$ cat src/rtl/core/gbn_pkg.sv
// Shared constants, codes and types of the Go-Back-N sender.
`default_nettype none
package gbn_pkg;

	// Default window geometry.
	localparam int WINDOW_SIZE_DEF = 4;
	localparam int SEQ_SPACE_DEF   = 8;

	// Fixed field widths of the channels.
	localparam int PAYLOAD_W = 64;
	localparam int OP_W      = 2;
	localparam int ACK_W     = 4;
	localparam int STATUS_W  = 2;
	localparam int PSEQ_W    = 3;
	localparam int TIMER_W   = 2;
	localparam int ACK_CODES = 2 ** ACK_W;

	// Operation codes of an input beat.
	localparam logic [OP_W-1:0] OP_SEND    = 2'd0;
	localparam logic [OP_W-1:0] OP_ACK     = 2'd1;
	localparam logic [OP_W-1:0] OP_TIMEOUT = 2'd2;

	// Status codes of a result beat.
	localparam logic [STATUS_W-1:0] STAT_DONE    = 2'd0;
	localparam logic [STATUS_W-1:0] STAT_FULL    = 2'd1;
	localparam logic [STATUS_W-1:0] STAT_NOTHING = 2'd2;
	localparam logic [STATUS_W-1:0] STAT_BAD_CK  = 2'd3;

	// Timer commands.
	localparam logic [TIMER_W-1:0] TMR_NONE    = 2'd0;
	localparam logic [TIMER_W-1:0] TMR_RESTART = 2'd1;
	localparam logic [TIMER_W-1:0] TMR_STOP    = 2'd2;

	// Read-side control of the packet store.
	typedef struct packed {
		logic replay;
		logic start;
		logic advance;
	} gbn_rd_ctl_t;

	// One result beat.
	typedef struct packed {
		logic [STATUS_W-1:0]  status;
		logic                 packet_valid;
		logic [PSEQ_W-1:0]    packet_seq;
		logic [PAYLOAD_W-1:0] packet_data;
		logic [TIMER_W-1:0]   timer_cmd;
		logic                 last;
	} gbn_res_t;

	// Nonnegative remainder of a small value, used only to build constant tables.
	function automatic int seq_wrap(input int v, input int m);
		int r;
		r = v;
		for (int i = 0; i < 64; i++) begin
			if (r < 0) begin
				r = r + m;
			end else if (r >= m) begin
				r = r - m;
			end
		end
		return r;
	endfunction

endpackage
`default_nettype wire

$ cat src/rtl/core/gbn_if.sv
// Valid/ready channel interfaces of the Go-Back-N sender.
`default_nettype none
interface gbn_cmd_if;
	import gbn_pkg::*;

	logic                    valid;
	logic                    ready;
	logic [OP_W-1:0]         op;
	logic [PAYLOAD_W-1:0]    payload;
	logic signed [ACK_W-1:0] ack_number;
	logic                    ack_checksum_ok;

	modport source (output valid, op, payload, ack_number, ack_checksum_ok, input ready);
	modport sink (input valid, op, payload, ack_number, ack_checksum_ok, output ready);
endinterface

interface gbn_res_if;
	import gbn_pkg::*;

	logic                 valid;
	logic                 ready;
	logic [STATUS_W-1:0]  status;
	logic                 packet_valid;
	logic [PSEQ_W-1:0]    packet_seq;
	logic [PAYLOAD_W-1:0] packet_data;
	logic [TIMER_W-1:0]   timer_cmd;
	logic                 last;

	modport source (output valid, status, packet_valid, packet_seq, packet_data, timer_cmd,
		last, input ready);
	modport sink (input valid, status, packet_valid, packet_seq, packet_data, timer_cmd,
		last, output ready);
endinterface
`default_nettype wire

$ cat src/rtl/core/go_back_n_sender.sv
// Top level of the Go-Back-N sender window.
`default_nettype none
// Go-Back-N sender. Each command beat is a send, an acknowledgement or a timer
// expiry, and produces result beats on the res channel, the final one marked by
// last. A send, an acknowledgement, and a timeout with nothing outstanding each
// give one beat; an unused op code is taken and gives no beat. A timeout with N
// packets outstanding gives N beats, oldest first, at one beat per cycle while
// res is ready: the store first reads the oldest entry, then the beats go out
// in turn (N is at most SEQ_SPACE - 1). The beat rate is set by the single
// read port of the packet store, which delivers one stored payload per cycle;
// cmd.ready is low for the whole replay. The result beat sits in an output
// register, and a new command is taken in the cycle that register drains.
// The store has no reset: an entry is only meaningful once a send has written it.
module go_back_n_sender #(
	parameter int WINDOW_SIZE = gbn_pkg::WINDOW_SIZE_DEF,
	parameter int SEQ_SPACE   = gbn_pkg::SEQ_SPACE_DEF
) (
	input wire logic   clk,
	input wire logic   arst_n,
	gbn_cmd_if.sink    cmd,
	gbn_res_if.source  res
);
	import gbn_pkg::*;

	localparam int SEQ_W  = (SEQ_SPACE > 2) ? $clog2(SEQ_SPACE) : 1;
	localparam int SEQ_W1 = SEQ_W + 1;
	localparam int W_MOD  = WINDOW_SIZE % SEQ_SPACE;

	localparam logic ST_IDLE   = 1'b0;
	localparam logic ST_REPLAY = 1'b1;

	logic              state_q;
	logic [SEQ_W-1:0]  window_base_q;
	logic [SEQ_W-1:0]  next_seq_q;
	logic [SEQ_W-1:0]  remain_q;
	logic              first_q;
	logic              out_vld_q;
	gbn_res_t          out_q;

	// New base for every acknowledgement code, worked out at elaboration.
	logic [SEQ_W-1:0]  ack_base_tbl [ACK_CODES];
	for (genvar g = 0; g < ACK_CODES; g++) begin : g_ack
		assign ack_base_tbl[g] = SEQ_W'(seq_wrap(
			((g >= ACK_CODES / 2) ? g - ACK_CODES : g) + 1, SEQ_SPACE));
	end

	logic              out_free;
	logic              accept;
	logic              win_empty;
	logic              win_full;
	logic [SEQ_W1-1:0] full_sum;
	logic [SEQ_W-1:0]  full_at;
	logic [SEQ_W1-1:0] diff_w;
	logic [SEQ_W-1:0]  outstanding;
	logic [SEQ_W-1:0]  next_inc;
	logic [ACK_W-1:0]  ack_idx;
	logic [SEQ_W-1:0]  ack_base;

	logic              load;
	gbn_res_t          load_res;
	logic              store_wr;
	gbn_rd_ctl_t       rd_ctl;
	logic [SEQ_W-1:0]  rd_ptr;
	logic [PAYLOAD_W-1:0] rd_data;

	// A command is taken only between replays and when the output register is
	// empty or being emptied in this cycle.
	assign out_free  = !out_vld_q || res.ready;
	assign cmd.ready = (state_q == ST_IDLE) && out_free;
	assign accept    = cmd.valid && cmd.ready;

	// Window bookkeeping. The window is full when next_seq has reached
	// base + WINDOW_SIZE modulo the sequence space.
	assign win_empty = (window_base_q == next_seq_q);
	assign full_sum  = {1'b0, window_base_q} + SEQ_W1'(W_MOD);
	assign full_at   = (full_sum >= SEQ_W1'(SEQ_SPACE)) ?
		SEQ_W'(full_sum - SEQ_W1'(SEQ_SPACE)) : full_sum[SEQ_W-1:0];
	assign win_full  = (next_seq_q == full_at);

	assign diff_w      = {1'b0, next_seq_q} - {1'b0, window_base_q};
	assign outstanding = diff_w[SEQ_W] ? SEQ_W'(diff_w + SEQ_W1'(SEQ_SPACE))
		: diff_w[SEQ_W-1:0];
	assign next_inc    = (next_seq_q == SEQ_W'(SEQ_SPACE - 1)) ? '0
		: next_seq_q + SEQ_W'(1);

	assign ack_idx  = cmd.ack_number;
	assign ack_base = ack_base_tbl[ack_idx];

	// Decide what, if anything, goes into the output register this cycle, and
	// drive the packet store.
	always_comb begin
		load      = 1'b0;
		load_res  = '0;
		store_wr  = 1'b0;
		rd_ctl    = '0;
		rd_ctl.replay = (state_q == ST_REPLAY);
		if (state_q == ST_REPLAY) begin
			if (out_free) begin
				load                  = 1'b1;
				load_res.status       = STAT_DONE;
				load_res.packet_valid = 1'b1;
				load_res.packet_seq   = PSEQ_W'(rd_ptr);
				load_res.packet_data  = rd_data;
				load_res.timer_cmd    = first_q ? TMR_RESTART : TMR_NONE;
				load_res.last         = (remain_q == SEQ_W'(1));
				rd_ctl.advance        = 1'b1;
			end
		end else if (accept) begin
			unique case (cmd.op)
				OP_SEND: begin
					load          = 1'b1;
					load_res.last = 1'b1;
					if (win_full) begin
						load_res.status = STAT_FULL;
					end else begin
						store_wr              = 1'b1;
						load_res.status       = STAT_DONE;
						load_res.packet_valid = 1'b1;
						load_res.packet_seq   = PSEQ_W'(next_seq_q);
						load_res.packet_data  = cmd.payload;
						load_res.timer_cmd    = win_empty ? TMR_RESTART : TMR_NONE;
					end
				end
				OP_ACK: begin
					load          = 1'b1;
					load_res.last = 1'b1;
					if (win_empty) begin
						load_res.status = STAT_NOTHING;
					end else if (!cmd.ack_checksum_ok) begin
						load_res.status = STAT_BAD_CK;
					end else begin
						load_res.status    = STAT_DONE;
						load_res.timer_cmd = (ack_base == next_seq_q) ? TMR_STOP
							: TMR_RESTART;
					end
				end
				OP_TIMEOUT: begin
					if (win_empty) begin
						load               = 1'b1;
						load_res.status    = STAT_DONE;
						load_res.timer_cmd = TMR_RESTART;
						load_res.last      = 1'b1;
					end else begin
						// The store reads the base entry at this edge, so the
						// first replayed beat is ready in the next cycle.
						rd_ctl.start = 1'b1;
					end
				end
				default: begin
				end
			endcase
		end
	end

	always_ff @(posedge clk or negedge arst_n) begin
		if (!arst_n) begin
			state_q       <= ST_IDLE;
			window_base_q <= '0;
			next_seq_q    <= '0;
			remain_q      <= '0;
			first_q       <= 1'b0;
			out_vld_q     <= 1'b0;
		end else begin
			if (load) begin
				out_vld_q <= 1'b1;
			end else if (res.ready) begin
				out_vld_q <= 1'b0;
			end

			if (store_wr) begin
				next_seq_q <= next_inc;
			end

			if (accept && (cmd.op == OP_ACK) && !win_empty && cmd.ack_checksum_ok) begin
				window_base_q <= ack_base;
			end

			if (rd_ctl.start) begin
				state_q  <= ST_REPLAY;
				remain_q <= outstanding;
				first_q  <= 1'b1;
			end else if (rd_ctl.advance) begin
				remain_q <= remain_q - SEQ_W'(1);
				first_q  <= 1'b0;
				if (remain_q == SEQ_W'(1)) begin
					state_q <= ST_IDLE;
				end
			end
		end
	end

	always_ff @(posedge clk) begin
		if (load) begin
			out_q <= load_res;
		end
	end

	gbn_store #(
		.SEQ_SPACE (SEQ_SPACE)
	) u_store (
		.clk     (clk),
		.arst_n  (arst_n),
		.ctl     (rd_ctl),
		.wr_en   (store_wr),
		.wr_addr (next_seq_q),
		.wr_data (cmd.payload),
		.base    (window_base_q),
		.ptr     (rd_ptr),
		.rd_data (rd_data)
	);

	assign res.valid        = out_vld_q;
	assign res.status       = out_q.status;
	assign res.packet_valid = out_q.packet_valid;
	assign res.packet_seq   = out_q.packet_seq;
	assign res.packet_data  = out_q.packet_data;
	assign res.timer_cmd    = out_q.timer_cmd;
	assign res.last         = out_q.last;

endmodule
`default_nettype wire

$ cat src/rtl/core/gbn_store.sv
// Packet store memory with its replay read cursor.
`default_nettype none
module gbn_store #(
	parameter int SEQ_SPACE = gbn_pkg::SEQ_SPACE_DEF,
	localparam int SEQ_W = (SEQ_SPACE > 2) ? $clog2(SEQ_SPACE) : 1
) (
	input  wire logic                         clk,
	input  wire logic                         arst_n,
	input  wire gbn_pkg::gbn_rd_ctl_t         ctl,
	input  wire logic                         wr_en,
	input  wire logic [SEQ_W-1:0]             wr_addr,
	input  wire logic [gbn_pkg::PAYLOAD_W-1:0] wr_data,
	input  wire logic [SEQ_W-1:0]             base,
	output logic      [SEQ_W-1:0]             ptr,
	output logic      [gbn_pkg::PAYLOAD_W-1:0] rd_data
);
	import gbn_pkg::*;

	logic [PAYLOAD_W-1:0] mem [SEQ_SPACE];
	logic [SEQ_W-1:0]     ptr_q;
	logic [SEQ_W-1:0]     ptr_inc;
	logic [SEQ_W-1:0]     rd_addr;
	logic [PAYLOAD_W-1:0] rd_data_q;

	assign ptr_inc = (ptr_q == SEQ_W'(SEQ_SPACE - 1)) ? '0 : ptr_q + SEQ_W'(1);

	// The read port looks one entry ahead when the cursor moves, so replayed beats
	// see fresh data every cycle in which the cursor advances.
	always_comb begin
		if (ctl.advance) begin
			rd_addr = ptr_inc;
		end else if (ctl.replay) begin
			rd_addr = ptr_q;
		end else begin
			rd_addr = base;
		end
	end

	always_ff @(posedge clk or negedge arst_n) begin
		if (!arst_n) begin
			ptr_q <= '0;
		end else if (ctl.start) begin
			ptr_q <= base;
		end else if (ctl.advance) begin
			ptr_q <= ptr_inc;
		end
	end

	always_ff @(posedge clk) begin
		if (wr_en) begin
			mem[wr_addr] <= wr_data;
		end
	end

	always_ff @(posedge clk) begin
		rd_data_q <= mem[rd_addr];
	end

	assign ptr     = ptr_q;
	assign rd_data = rd_data_q;

endmodule
`default_nettype wire

$ cat src/flat_wrapper.sv
// flat-port wrapper written by rule: the top's interface ports become plain ports
module go_back_n_sender_flat import gbn_pkg::*;
#(
	parameter int WINDOW_SIZE = gbn_pkg::WINDOW_SIZE_DEF,
	parameter int SEQ_SPACE   = gbn_pkg::SEQ_SPACE_DEF
)
  (clk, arst_n, cmd_valid, cmd_op, cmd_payload, cmd_ack_number, cmd_ack_checksum_ok, cmd_ready, res_valid, res_status, res_packet_valid, res_packet_seq, res_packet_data, res_timer_cmd, res_last, res_ready);
  gbn_cmd_if cmd_i ();
  gbn_res_if res_i ();
  input wire logic clk;
  input wire logic arst_n;
  input wire logic [$bits(cmd_i.valid)-1:0] cmd_valid;
  input wire logic [$bits(cmd_i.op)-1:0] cmd_op;
  input wire logic [$bits(cmd_i.payload)-1:0] cmd_payload;
  input wire logic [$bits(cmd_i.ack_number)-1:0] cmd_ack_number;
  input wire logic [$bits(cmd_i.ack_checksum_ok)-1:0] cmd_ack_checksum_ok;
  output wire logic [$bits(cmd_i.ready)-1:0] cmd_ready;
  output wire logic [$bits(res_i.valid)-1:0] res_valid;
  output wire logic [$bits(res_i.status)-1:0] res_status;
  output wire logic [$bits(res_i.packet_valid)-1:0] res_packet_valid;
  output wire logic [$bits(res_i.packet_seq)-1:0] res_packet_seq;
  output wire logic [$bits(res_i.packet_data)-1:0] res_packet_data;
  output wire logic [$bits(res_i.timer_cmd)-1:0] res_timer_cmd;
  output wire logic [$bits(res_i.last)-1:0] res_last;
  input wire logic [$bits(res_i.ready)-1:0] res_ready;
  assign cmd_i.valid = cmd_valid;
  assign cmd_i.op = cmd_op;
  assign cmd_i.payload = cmd_payload;
  assign cmd_i.ack_number = cmd_ack_number;
  assign cmd_i.ack_checksum_ok = cmd_ack_checksum_ok;
  assign cmd_ready = cmd_i.ready;
  assign res_valid = res_i.valid;
  assign res_status = res_i.status;
  assign res_packet_valid = res_i.packet_valid;
  assign res_packet_seq = res_i.packet_seq;
  assign res_packet_data = res_i.packet_data;
  assign res_timer_cmd = res_i.timer_cmd;
  assign res_last = res_i.last;
  assign res_i.ready = res_ready;
  go_back_n_sender #(.WINDOW_SIZE(WINDOW_SIZE), .SEQ_SPACE(SEQ_SPACE)) u_core (.clk(clk), .arst_n(arst_n), .cmd(cmd_i), .res(res_i));
endmodule
$ cat config.mk
export PLATFORM = sky130hd
export DESIGN_NAME = go_back_n_sender_flat
export DESIGN_NICKNAME = d
export VERILOG_FILES = /design/src/rtl/core/gbn_pkg.sv /design/src/rtl/core/gbn_if.sv /design/src/rtl/core/go_back_n_sender.sv /design/src/rtl/core/gbn_store.sv /design/src/flat_wrapper.sv
export SDC_FILE = /design/constraint.sdc
export NUM_CORES = 1
export LEC_CHECK = 0
export ABC_AREA = 1
export BUFFER_PORTS_ARGS = -buffer_cell sky130_fd_sc_hd__clkbuf_2
export CAP_MARGIN = 20
export CORE_AREA = 2 2 287 289
export CTS_CLUSTER_SIZE = 16
export DETAILED_ROUTE_END_ITERATION = 10
export DIE_AREA = 0 0 289 291
export GPL_ROUTABILITY_DRIVEN = 1
export PLACE_DENSITY = 0.5
export SYNTH_ARGS = -nofsm -noshare
export SYNTH_HDL_FRONTEND = slang
export SYNTH_SLANG_ARGS = --single-unit
$ cat constraint.sdc
create_clock -name clk -period 5.99 [get_ports clk]
set_clock_uncertainty 0.15 [all_clocks]
set_input_delay 0.2995 -clock clk [delete_from_list [all_inputs] [get_ports clk]]
set_output_delay 0.2995 -clock clk [all_outputs]
set_load 0.01 [all_outputs]
==> results.json <==
{
  "status": "finished, final reports clean",
  "fin_nets": 2975,
  "path_clk_slew_ns": 0.06,
  "grt_usage_pct": 16.8,
  "yosysWarningCount": 0,
  "worstHoldStart": "cmd_valid",
  "numPortBuffers": 148,
  "finalWorstSetupSlack_ns": 2.12,
  "root_buffer": "clkbuf_16",
  "fillers": 7793,
  "switching_share_pct": 39.7,
  "grt_start_max_net_pins": 134,
  "min_to": "u_core.res.status[1]",
  "tightest_slew_ns": 1.03,
  "cts_buffers": 72,
  "worst-r2r-cell-count": 12,
  "met1_usage_pct": 22.1,
  "synth_area_per_cell_um2": 10.4,
  "r2r_slack_ns": 2.12,
  "drv_slew": 0,
  "syn-cell-area_mm2": 0.0281,
  "synthesis.nets": 2780,
  "leakagePower_uw": 0.0145,
  "viasPerCell": 4.65,
  "cp.arrival_ns": 4.22,
  "num_rows": 105,
  "antenna_found_initial": 5,
  "worstSkewPairLatency_ns": 0.62,
  "ant_nets": 0,
  "die_h_um": 291,
  "htree_levels": 3,
  "drt-total-wl_um": 70400,
  "end_kind": "flop",
  "p_per_area_mw_per_mm2": 530,
  "ctsResizeCount": 0,
  "hp-class": "in2reg",
  "netSwitchingPower_uw": 7010,
  "pre_cts_ws_ns": 2.02,
  "overflow": 0,
  "ir_drop_mv": 0.423,
  "clock-sinks": 664,
  "drtIter0Drc": 1331,
  "drive_gt1_share_pct": 10.9,
  "die-area_mm2": 0.0841,
  "seqPwrFrac_pct": 34.4,
  "hold_depth": 4,
  "grt_pass1_wl_um": 107000,
  "postSynthCellCount": 2694,
  "ys_seq_elements": 664,
  "path_cells": "ha_1 -> ha_1 -> inv_1 -> nand2_1 -> nand3_4 -> buf_4 -> buf_4 -> nand3_1 -> nand3_1 -> nand2_1 -> nand2_1 -> nand2_1",
  "cp_slowest_stage_delay_ns": 0.84,
  "hold_violations": 0,
  "fin_crit_sh_pct": 64.7,
  "ys_seq_area_share_pct": 68.5,
  "die_x_um": 289,
  "combPwrFrac_pct": 39.4,
  "initial_core_util_pct": 34.6,
  "cts_tree": "built",
  "criticalPathCategory": "reg2reg",
  "use_met3_pct": 2.76,
  "internal_power_uw": 10600,
  "area_delta_synth_final_pct": 18.4,
  "rr_endpoint": "u_core.u_store.rd_data[6]",
  "critPathMaxFanout": 83,
  "relSlewSlack_pct": 31.6,
  "core-area_mm2": 0.0812,
  "place_congestion": 0.713,
  "maxCapViolations": 0,
  "via_count": 18707,
  "wl_per_cell_um": 17.5,
  "drc_errors": 0,
  "grt_busiest_layer": "met2",
  "cp_common_cell": "nand2_1",
  "fmaxAchievable_ghz": 0.258,
  "setup_violations": 0,
  "pwr-share-clk_pct": 26.2,
  "boundaryPins": 150,
  "cts_buffer_depth": 3,
  "r2r-start": "u_core.u_store.ptr[0]",
  "use_met2_pct": 28.2,
  "slowest_stage": "buf_4",
  "ys_types": 33,
  "required_ns": 6.34,
  "first_global_vias": 18253,
  "rsz0062_at_grt": "false",
  "fin_crit_ns": 3.87,
  "critPathLaunchType": "flop",
  "dr.pass1.iters": 5,
  "hpwlAfterDp_um": 37200,
  "setup_tns_ns": 0
}
## final cells by class
| cell class | instances | area (um2) | share of cell area, % |
|---|---|---|---|
| antenna | 3 | 7.51 | 0.0226 |
| clock buffer | 100 | 2000 | 6.01 |
| clock inverter | 34 | 473 | 1.42 |
| inverter | 475 | 1780 | 5.37 |
| multi-input combinational | 1411 | 6440 | 19.4 |
| sequential | 664 | 19200 | 57.8 |
| tap | 1070 | 1340 | 4.03 |
| timing repair buffer | 265 | 1990 | 5.98 |
## power groups by stage
| stage | sequential [uW] | clock [uW] | combinational, uW |
|---|---|---|---|
| 3_5_place_dp | 6170 | 0 | 6950 |
| 6_report | 6070 | 4620 | 6940 |
| 3_3_place_gp | 6170 | 0 | 6820 |
| 4_1_cts | 6080 | 4750 | 7030 |
| 5_1_grt | 6130 | 4920 | 7860 |
| 2_1_floorplan | 6220 | 0 | 4830 |
## flip-flops by register name, summed over array words and instances, names as in the netlist
register                 count
u_core.next_seq_q            3
u_core.u_store.mem         512
u_core.res.packet_seq        3
u_core.res.packet_data      64
u_core.first_q               1
u_core.state_q               1
u_core.res.status            2
u_core.u_store.rd_data      64
u_core.u_store.ptr           3
u_core.window_base_q         3
u_core.res.valid             1
u_core.res.last              1
u_core.res.timer_cmd         2
u_core.remain_q              3
u_core.res.packet_valid      1
## cells by family after synthesis
family / Yosys count / synth area share [%]
flip-flops: 664 / 68.5
AND/OR/NAND/NOR: 1377 / 21.5
buffers and inverters: 619 / 9.02
XOR/XNOR: 3 / 0.0936
AO/OA/AOI/OAI: 20 / 0.401
adder cells (fa/ha/maj): 11 / 0.517
## synth_stat cells
library cell  number  area share (%)
clkbuf_4           2           0.053
a21oi_1            3           0.053
buf_2            105             1.9
and3_1             1           0.022
clkbuf_1          19            0.25
o211ai_1           3           0.080
dfxtp_1           64             4.6
xor2_1             2           0.062
nor2_4             1           0.040
buf_1              3           0.040
or2_2              2           0.045
nor3_1             6            0.11
nand3b_1          66             1.8
o21ai_0           10            0.18
dfrtp_1           15             1.3
nand2_4            2           0.080
nand3_1          457             8.1
o22ai_1            2           0.045
nor2_1            24            0.32
xnor2_1            1           0.031
o21ai_1            1           0.018
inv_2              3           0.040
inv_1            471             6.3
buf_4             12            0.32
nand4_1            2           0.045
nand2_2            3           0.067
fa_1               1           0.071
clkinv_2           1           0.018
nand2_1          813              11
buf_6              3            0.12
ha_1              10            0.45
edfxtp_1         585              63
o21a_1             1           0.027
## worst max-delay path by stage
stage                          startpoint                         to  slack, ns  cells past startpoint
finish              u_core.u_store.ptr[0]  u_core.u_store.rd_data[6]       2.12                     12
global route        u_core.u_store.ptr[0]  u_core.u_store.rd_data[6]       1.86                     12
floorplan            u_core.next_seq_q[0]   u_core.u_store.mem[5][0]      -0.28                      7
CTS                        u_core.state_q  u_core.u_store.mem[3][46]       2.01                      7
global placement           u_core.state_q  u_core.u_store.mem[5][10]       1.81                      7
detailed placement         u_core.state_q  u_core.u_store.mem[3][59]       2.02                      7
## layer usage
| metal | up-vias | share of wire (%) |
|---|---|---|
| li1 | 9106 | - |
| met1 | 9015 | 44 |
| met2 | 469 | 48 |
| met3 | 111 | 5.4 |
| met4 | 6 | 2.1 |
| met5 | - | 0.048 |
## critical path: cells and delay by family, from the launching register on
family | cells | cell delay [ns]
fa+ha+maj | 2 | 0.38
buf+inv | 3 | 1.76
flops | 1 | 0.38
simple gates | 7 | 0.98
## cells in the final DEF, fill, tap and decap left out, drive strengths merged
cell type    instances
o211ai               3
nor2                25
nor3                 6
dfxtp               64
ha                  10
fa                   1
clkinvlp             1
xnor2                1
clkbuf             248
nand4                2
bufinv              10
dfrtp               15
edfxtp             585
or2                  2
and3                 1
nand3b              66
o21a                 1
nand2              818
o22ai                2
diode                3
inv                477
dlygate4sd3         77
o21ai               11
nand3              457
buf                 40
a21oi                3
clkinv              21
xor2                 2
## metrics by stage
step	hold slack (ns)	std cells	area, um2	util (%)	power (uW)
final	0.131	4022	33300	41.0	17600
after floorplan	-0.146	2694	28100	-	11100
after global routing	0.147	4021	33300	41.0	18900
after detailed placement	0.109	3807	30000	36.9	13100
after CTS	0.0984	4018	33200	40.9	17900
after global placement	0.103	3804	29900	36.9	13000
## timing repair
item,CTS,global route
hold buffers,77,0
buffers inserted,0,0
endpoints found under the setup margin,0,0
endpoints found under the hold margin,596,0
(Power assumes the default switching activity.)
